### src/rtl/tmacd_pkg.sv
// ----------------------------------------------------------------------------
// tmacd_pkg
// constants, widths and control types of the triaxial moving average block
// ----------------------------------------------------------------------------
package tmacd_pkg;

  localparam int WINDOW   = 10;
  localparam int NUM_AXES = 3;
  localparam int SAMPLE_W = 16;

  // log2 of the window, rounded up
  localparam int L       = $clog2(WINDOW);
  localparam int SLOT_W  = (WINDOW > 1) ? $clog2(WINDOW) : 1;
  localparam int SUM_W   = SAMPLE_W + L;
  localparam int MAG_W   = SAMPLE_W + L;
  localparam int LIMIT_W = SAMPLE_W + L;
  localparam int CMP_W   = SAMPLE_W + 1 + L;

  // exact reciprocal for truncating division of a MAG_W magnitude by WINDOW
  localparam int SHIFT_K = MAG_W + L;
  localparam int RECIP_W = SAMPLE_W + 1 + L;
  localparam int PROD_W  = MAG_W + RECIP_W;
  localparam logic [RECIP_W-1:0] RECIP =
    RECIP_W'(((64'd1 << SHIFT_K) + 64'(WINDOW) - 64'd1) / 64'(WINDOW));

  localparam logic [SAMPLE_W-1:0] THR_RESET   = 16'd835;
  localparam logic [LIMIT_W-1:0]  LIMIT_RESET = LIMIT_W'(835 * WINDOW);
  localparam logic [SLOT_W-1:0]   SLOT_LAST   = SLOT_W'(WINDOW - 1);

  typedef struct packed {
    logic              load;     // input transaction taken this cycle
    logic              adv2;     // first stage moves into the multiply stage
    logic              adv3;     // multiply stage moves into the output register
    logic [SLOT_W-1:0] slot;     // window entry written by the current load
    logic [SLOT_W-1:0] slot_nxt; // entry that the next load replaces
  } tmacd_ctl_t;

endpackage

### src/rtl/tmacd_lane.sv
// ----------------------------------------------------------------------------
// tmacd_lane
// one axis: sample window memory, running sum and change test
// ----------------------------------------------------------------------------
module tmacd_lane (
  input  logic                          clk,
  input  logic                          rst,
  input  tmacd_pkg::tmacd_ctl_t         ctl,
  input  logic signed [15:0]            sample,
  input  logic [tmacd_pkg::LIMIT_W-1:0] limit,
  output logic signed [tmacd_pkg::SUM_W-1:0] sum,
  output logic                          big
);
  import tmacd_pkg::*;

  logic signed [SAMPLE_W-1:0] mem [WINDOW];
  logic [WINDOW-1:0]          valid;
  logic signed [SAMPLE_W-1:0] oldest;
  logic signed [SAMPLE_W:0]   diff;
  logic [SAMPLE_W:0]          abs_diff;
  logic                       big_next;

  // the sum moves by exactly new sample minus the sample it replaces
  always_comb begin
    diff     = {sample[SAMPLE_W-1], sample} - {oldest[SAMPLE_W-1], oldest};
    abs_diff = diff[SAMPLE_W] ? (SAMPLE_W+1)'(-diff) : (SAMPLE_W+1)'(diff);
    big_next = CMP_W'(abs_diff) >= CMP_W'(limit);
  end

  always_ff @(posedge clk) begin
    if (ctl.load) begin
      mem[ctl.slot] <= sample;
    end
  end

  // oldest holds the entry the next load replaces; unwritten entries read as zero
  always_ff @(posedge clk) begin
    if (rst) begin
      valid  <= '0;
      oldest <= '0;
      sum    <= '0;
      big    <= 1'b0;
    end else if (ctl.load) begin
      valid[ctl.slot] <= 1'b1;
      sum             <= sum + SUM_W'(sample) - SUM_W'(oldest);
      big             <= big_next;
      if (ctl.slot_nxt == ctl.slot) begin
        oldest <= sample;
      end else if (valid[ctl.slot_nxt]) begin
        oldest <= mem[ctl.slot_nxt];
      end else begin
        oldest <= '0;
      end
    end
  end

endmodule

### src/rtl/tmacd_div.sv
// ----------------------------------------------------------------------------
// tmacd_div
// window average: truncating division of a running sum by the window length
// ----------------------------------------------------------------------------
module tmacd_div (
  input  logic                               clk,
  input  tmacd_pkg::tmacd_ctl_t              ctl,
  input  logic signed [tmacd_pkg::SUM_W-1:0] sum,
  output logic signed [15:0]                 avg
);
  import tmacd_pkg::*;

  logic [MAG_W-1:0]    mag;
  logic [PROD_W-1:0]   prod;
  logic                neg;
  logic [SAMPLE_W-1:0] quo;

  assign mag = sum[SUM_W-1] ? MAG_W'(-sum) : MAG_W'(sum);
  assign quo = prod[SHIFT_K +: SAMPLE_W];

  // divide the magnitude so the quotient truncates toward zero
  always_ff @(posedge clk) begin
    if (ctl.adv2) begin
      prod <= PROD_W'(mag) * PROD_W'(RECIP);
      neg  <= sum[SUM_W-1];
    end
    if (ctl.adv3) begin
      avg <= neg ? -quo : quo;
    end
  end

endmodule

### src/rtl/tmacd_merge.sv
// ----------------------------------------------------------------------------
// tmacd_merge
// combines the per-axis change flags into one blink pulse with an armed flag
// ----------------------------------------------------------------------------
module tmacd_merge (
  input  logic                            clk,
  input  logic                            rst,
  input  tmacd_pkg::tmacd_ctl_t           ctl,
  input  logic [tmacd_pkg::NUM_AXES-1:0]  bigs,
  output logic                            blink
);
  import tmacd_pkg::*;

  logic any_big;
  logic armed;
  logic blink_s2;

  assign any_big = |bigs;

  always_ff @(posedge clk) begin
    if (rst) begin
      armed <= 1'b0;
    end else if (ctl.adv2) begin
      armed <= any_big;
    end
  end

  always_ff @(posedge clk) begin
    if (ctl.adv2) begin
      blink_s2 <= any_big & ~armed;
    end
    if (ctl.adv3) begin
      blink <= blink_s2;
    end
  end

endmodule

### src/rtl/triaxial_moving_average_change_detect.sv
// ----------------------------------------------------------------------------
// triaxial_moving_average_change_detect
// three-axis moving average over a sample window with change detection
// ----------------------------------------------------------------------------
// One transaction in per cycle while the output is not stalled, one result
// out per transaction. Each axis runs in its own lane: the running sum takes
// one add and one subtract per cycle, which sets the rate of one item per
// clock. A result is registered in turn in the running sum, the reciprocal
// multiply and the output register. The window starts as zero samples
// through per-entry valid bits, so no clearing pass is needed after reset.
// The threshold may be written only while no transaction is in flight.
module triaxial_moving_average_change_detect (
  input  logic        clk,
  input  logic        rst,
  input  logic        cfg_we,
  input  logic [15:0] cfg_wdata,      // change_threshold
  input  logic        s_axis_tvalid,
  output logic        s_axis_tready,
  input  logic [47:0] s_axis_tdata,   // accel_x, accel_y, accel_z
  output logic        m_axis_tvalid,
  input  logic        m_axis_tready,
  output logic [47:0] m_axis_tdata,   // avg_x, avg_y, avg_z
  output logic        m_axis_tuser    // blink
);
  import tmacd_pkg::*;

  tmacd_ctl_t         ctl;
  logic               s1_v;
  logic               s2_v;
  logic               out_v;
  logic               out_en;
  logic               s2_free;
  logic [SLOT_W-1:0]  slot;
  logic [SLOT_W-1:0]  slot_nxt;
  logic [LIMIT_W-1:0] limit;
  logic [NUM_AXES-1:0] bigs;
  logic signed [SUM_W-1:0] sums [NUM_AXES];
  logic signed [SAMPLE_W-1:0] avgs [NUM_AXES];

  // stall chain from the output register back to the input
  always_comb begin
    out_en        = ~out_v | m_axis_tready;
    s2_free       = ~s2_v | out_en;
    s_axis_tready = ~s1_v | s2_free;
    slot_nxt      = (slot == SLOT_LAST) ? '0 : slot + 1'b1;
    ctl.load      = s_axis_tvalid & s_axis_tready;
    ctl.adv2      = s1_v & s2_free;
    ctl.adv3      = s2_v & out_en;
    ctl.slot      = slot;
    ctl.slot_nxt  = slot_nxt;
  end

  always_ff @(posedge clk) begin
    if (rst) begin
      s1_v  <= 1'b0;
      s2_v  <= 1'b0;
      out_v <= 1'b0;
      slot  <= '0;
      limit <= LIMIT_RESET;
    end else begin
      if (ctl.load) begin
        s1_v <= 1'b1;
        slot <= slot_nxt;
      end else if (ctl.adv2) begin
        s1_v <= 1'b0;
      end
      if (ctl.adv2) begin
        s2_v <= 1'b1;
      end else if (ctl.adv3) begin
        s2_v <= 1'b0;
      end
      if (ctl.adv3) begin
        out_v <= 1'b1;
      end else if (m_axis_tready) begin
        out_v <= 1'b0;
      end
      // threshold kept pre-scaled so the test works on sums
      if (cfg_we) begin
        limit <= LIMIT_W'(cfg_wdata) * LIMIT_W'(WINDOW);
      end
    end
  end

  for (genvar a = 0; a < NUM_AXES; a++) begin : g_lane
    tmacd_lane u_lane (
      .clk    (clk),
      .rst    (rst),
      .ctl    (ctl),
      .sample (s_axis_tdata[a*SAMPLE_W +: SAMPLE_W]),
      .limit  (limit),
      .sum    (sums[a]),
      .big    (bigs[a])
    );

    tmacd_div u_div (
      .clk (clk),
      .ctl (ctl),
      .sum (sums[a]),
      .avg (avgs[a])
    );

    assign m_axis_tdata[a*SAMPLE_W +: SAMPLE_W] = avgs[a];
  end

  tmacd_merge u_merge (
    .clk   (clk),
    .rst   (rst),
    .ctl   (ctl),
    .bigs  (bigs),
    .blink (m_axis_tuser)
  );

  assign m_axis_tvalid = out_v;

endmodule

### config.mk
export PLATFORM = sky130hd
export DESIGN_NAME = triaxial_moving_average_change_detect
export DESIGN_NICKNAME = d
export VERILOG_FILES = /design/src/rtl/tmacd_pkg.sv /design/src/rtl/tmacd_lane.sv /design/src/rtl/tmacd_div.sv /design/src/rtl/tmacd_merge.sv /design/src/rtl/triaxial_moving_average_change_detect.sv
export SDC_FILE = /design/constraint.sdc
export NUM_CORES = 2
export LEC_CHECK = 0
export ABC_AREA = 1
export BUFFER_PORTS_ARGS = -buffer_cell sky130_fd_sc_hd__buf_2
export CORE_MARGIN = 4
export CORE_UTILIZATION = 50
export CTS_CLUSTER_DIAMETER = 30
export DETAILED_ROUTE_END_ITERATION = 10
export GPL_ROUTABILITY_DRIVEN = 0
export GPL_TIMING_DRIVEN = 0
export HOLD_SLACK_MARGIN = 0.05
export PLACE_DENSITY = 0.63
export SLEW_MARGIN = 0
export SYNTH_ARGS = -nofsm -noshare
export SYNTH_HDL_FRONTEND = slang
export SYNTH_SLANG_ARGS = --single-unit
### constraint.sdc
create_clock -name clk -period 9.2 [get_ports clk]
set_input_delay 1.38 -clock clk [delete_from_list [all_inputs] [get_ports clk]]
set_output_delay 1.38 -clock clk [all_outputs]
set_load 0.05 [all_outputs]
==> results.yml <==
finish:
  area_growth_pct: 13.9
  drive_above_1_share_pct: 7.20
  fin_nets: 8688
grt:
  track_usage_pct: 27.7
  grt_max_degree: 37
  antenna_found_initial: 2
  grt_pass1_vias: 51000
  grt.overflow.total: 0
  grt_pass1_wl_um: 285000
route:
  drtPass1Iterations: 6
  wl_per_cell_um: 20.0
  drtIter0Drc: 4146
  num_vias: 50300
  via_per_inst: 5.48
  postRouteAntennaNets: 0
  drt-total-wl_um: 183000
  post-route-drc-count: 0
die:
  start_util_pct: 50.6
  die_y_um: 365
  coreArea_um2: 126000
  die_w_um: 365
  rows: 130
  ioPinCount: 120
  dieArea_um2: 133000
timing:
  tns_ns: 0
  worstMarginPinSlew_ns: 1.34
  clock_skew_ns: 0.0953
  setup_viol: 0
  rsz0062_at_grt: "no"
  fmax_mhz: 124
  hold_viol_final: 0
  max-slew-margin-rel_pct: 10.4
  fin_crit_sh_pct: 87.6
  period_minus_slack_ns: 8.06
  drv_slew: 0
synthesis:
  synth-edff-count: 581
  syn-num-nets: 8393
  netlist.area_leader.share_pct: 27.4
  synthArstFlopShare_pct: 0
  synthCells: 7093
  yosys.area.top_type: "edfxtp_1"
  yosys_warnings: 0
  synth.area.top_cells: "edfxtp_1 (27%), ha_1 (15%), fa_1 (14%)"
  synth-seq-cells: 749
  ys.flop_type: "edfxtp_1"
  synth_area_per_cell_um2: 8.99
  seq_area_frac_synth_pct: 32.7
  yosysUniqueCellTypes: 64
  syn-cell-area_um2: 63700
clock_network:
  cts_made_buffers: 161
  hold_buffers: 0
  cts_tree: "yes"
  clk_latency_ns: 0.79
  cts_setup_buffers: 0
  root_buffer: "clkbuf_16"
  cts_buffer_depth: 3
  clkSinkCount: 749
  htreeDepth: 4
  clkTransAtPathRegs_ns: 0.05
  cts_resized: 0
setup_path:
  path_buf_inv: 6
  crit_path_end: "g_lane[1].u_div.prod[37]"
  crit_top_cell: "inv_1"
  crit_slowest_cell: "fa_1"
  cp.depth: 30
  r2r_cells: 30
  crit_family: "adder cells"
  rrSetupSlack_ns: 1.14
  critPathKind: "flop to flop"
  r2r-start: "g_lane[1].u_lane.sum[0]"
  critPathArrivalTime_ns: 8.56
  start_kind: "flop"
  r2r-end: "g_lane[1].u_div.prod[37]"
  cp_slowest_stage_delay_ns: 0.53
  cp-end-kind: "flop"
  path_max_fanout: 8
  cp-startpoint: "g_lane[1].u_lane.sum[0]"
  cp_data_required_time_ns: 9.70
outcome:
  status: "completed"
run:
  cap_violations: 0
placed_design:
  dp_hpwl_um: 145000
  io_buffers: 119
hold_path:
  hold_path_class: "flop to flop"
[per-layer routing]
layer	routed length [um]	up-vias	track usage, %	part of all wire, %
met3	13200	373	4.58	7.2
met1	78100	24200	36.8	43
li1	-	24000	-	-
met2	85400	1768	46.1	47
met5	12	-	0	0.0065
met4	6490	2	9.80	3.5
[logic make-up (layout without fill, tap and decap cells)]
family          count (synthesis)  in the layout  synth area share, %
other cells                     0              2                    0
mux                            45             45                0.707
fa+ha+maj                    1231           1231                 29.6
buf+inv                      1393           1827                 8.51
flops                         749            749                 32.7
compound gates               1105           1105                 9.94
xor+xnor                      278            278                 3.84
simple gates                 2292           2292                 14.8
[flip-flops by register name, summed over array words and instances (netlist names)]
register,count
g_lane.u_lane.big,3
g_lane.u_lane.valid,30
g_lane.u_lane.sum,60
g_lane.u_lane.oldest,48
s1_v,1
g_lane.u_lane.mem,480
limit,19
u_merge.blink,1
g_lane.u_div.neg,3
u_merge.blink_s2,1
slot,4
s2_v,1
g_lane.u_div.prod,48
m_axis_tvalid,1
g_lane.u_div.avg,48
u_merge.armed,1
[layout by cell type, fill, tap and decap left out, types with 165 or more instances in the layout]
cell,instances
a21oi_1,502
clkbuf_16,165
dfxtp_1,168
edfxtp_1,581
fa_1,458
ha_1,773
inv_1,1216
nand2_1,993
nand3_1,278
nor2_1,830
o21ai_0,268
xor2_1,206
[metrics by stage]
step                utilization [%]  hold slack (ns)  setup WS [ns]  cell area [um2]  instances
floorplan                         -            0.400           2.77            63700       7093
global placement               52.7            0.412           1.27            66400       8862
detailed placement             52.9            0.419           1.28            66700       8875
CTS                            57.6            0.429           1.17            72600       9177
global route                   57.6            0.445          0.851            72600       9178
finish                         57.6            0.424           1.14            72600       9179
[final cells by class]
cell class	instances	area [um2]
clock inverter	111	1640
buffer	151	762
tap	1650	2060
timing repair buffer	132	843
antenna	2	5.00
multi-input combinational	4951	37500
sequential	749	20800
fill	11100	53500
inverter	1242	4660
clock buffer	191	4280
[cells in the mapped netlist, drive strengths merged, types with 3 or more instances]
| library cell | n |
|---|---|
| nor3 | 59 |
| xor2 | 208 |
| o211a | 5 |
| nand3 | 281 |
| nor2 | 836 |
| edfxtp | 581 |
| o311ai | 8 |
| o21ai | 317 |
| o22ai | 5 |
| dfxtp | 168 |
| o21a | 28 |
| fa | 458 |
| and2 | 6 |
| nand4 | 63 |
| xnor2 | 70 |
| a21o | 38 |
| nand3b | 13 |
| o211ai | 33 |
| a21oi | 507 |
| o31ai | 85 |
| buf | 81 |
| nand2 | 999 |
| a31oi | 17 |
| a211oi | 13 |
| nor4 | 21 |
| ha | 773 |
| clkbuf | 70 |
| clkinv | 3 |
| inv | 1239 |
| a21boi | 16 |
| o21bai | 23 |
| mux2i | 45 |
| or2 | 12 |
[how the worst min path moves through the flow]
stage / startpoint / slack, ns / depth (start not counted) / to
after global routing: u_merge.blink_s2 / 0.45 / 0 / u_merge.blink
after detailed placement: g_lane[2].u_lane.sum[19] / 0.42 / 0 / g_lane[2].u_div.neg
after floorplan: u_merge.blink_s2 / 0.40 / 0 / u_merge.blink
final: u_merge.blink_s2 / 0.42 / 0 / u_merge.blink
after global placement: g_lane[2].u_lane.sum[19] / 0.41 / 0 / g_lane[2].u_div.neg
after CTS: g_lane[2].u_lane.sum[19] / 0.43 / 0 / g_lane[2].u_div.neg
Power is not shown: default switching activity piles up to over one toggle a cycle in this logic, so the estimate is an artifact.
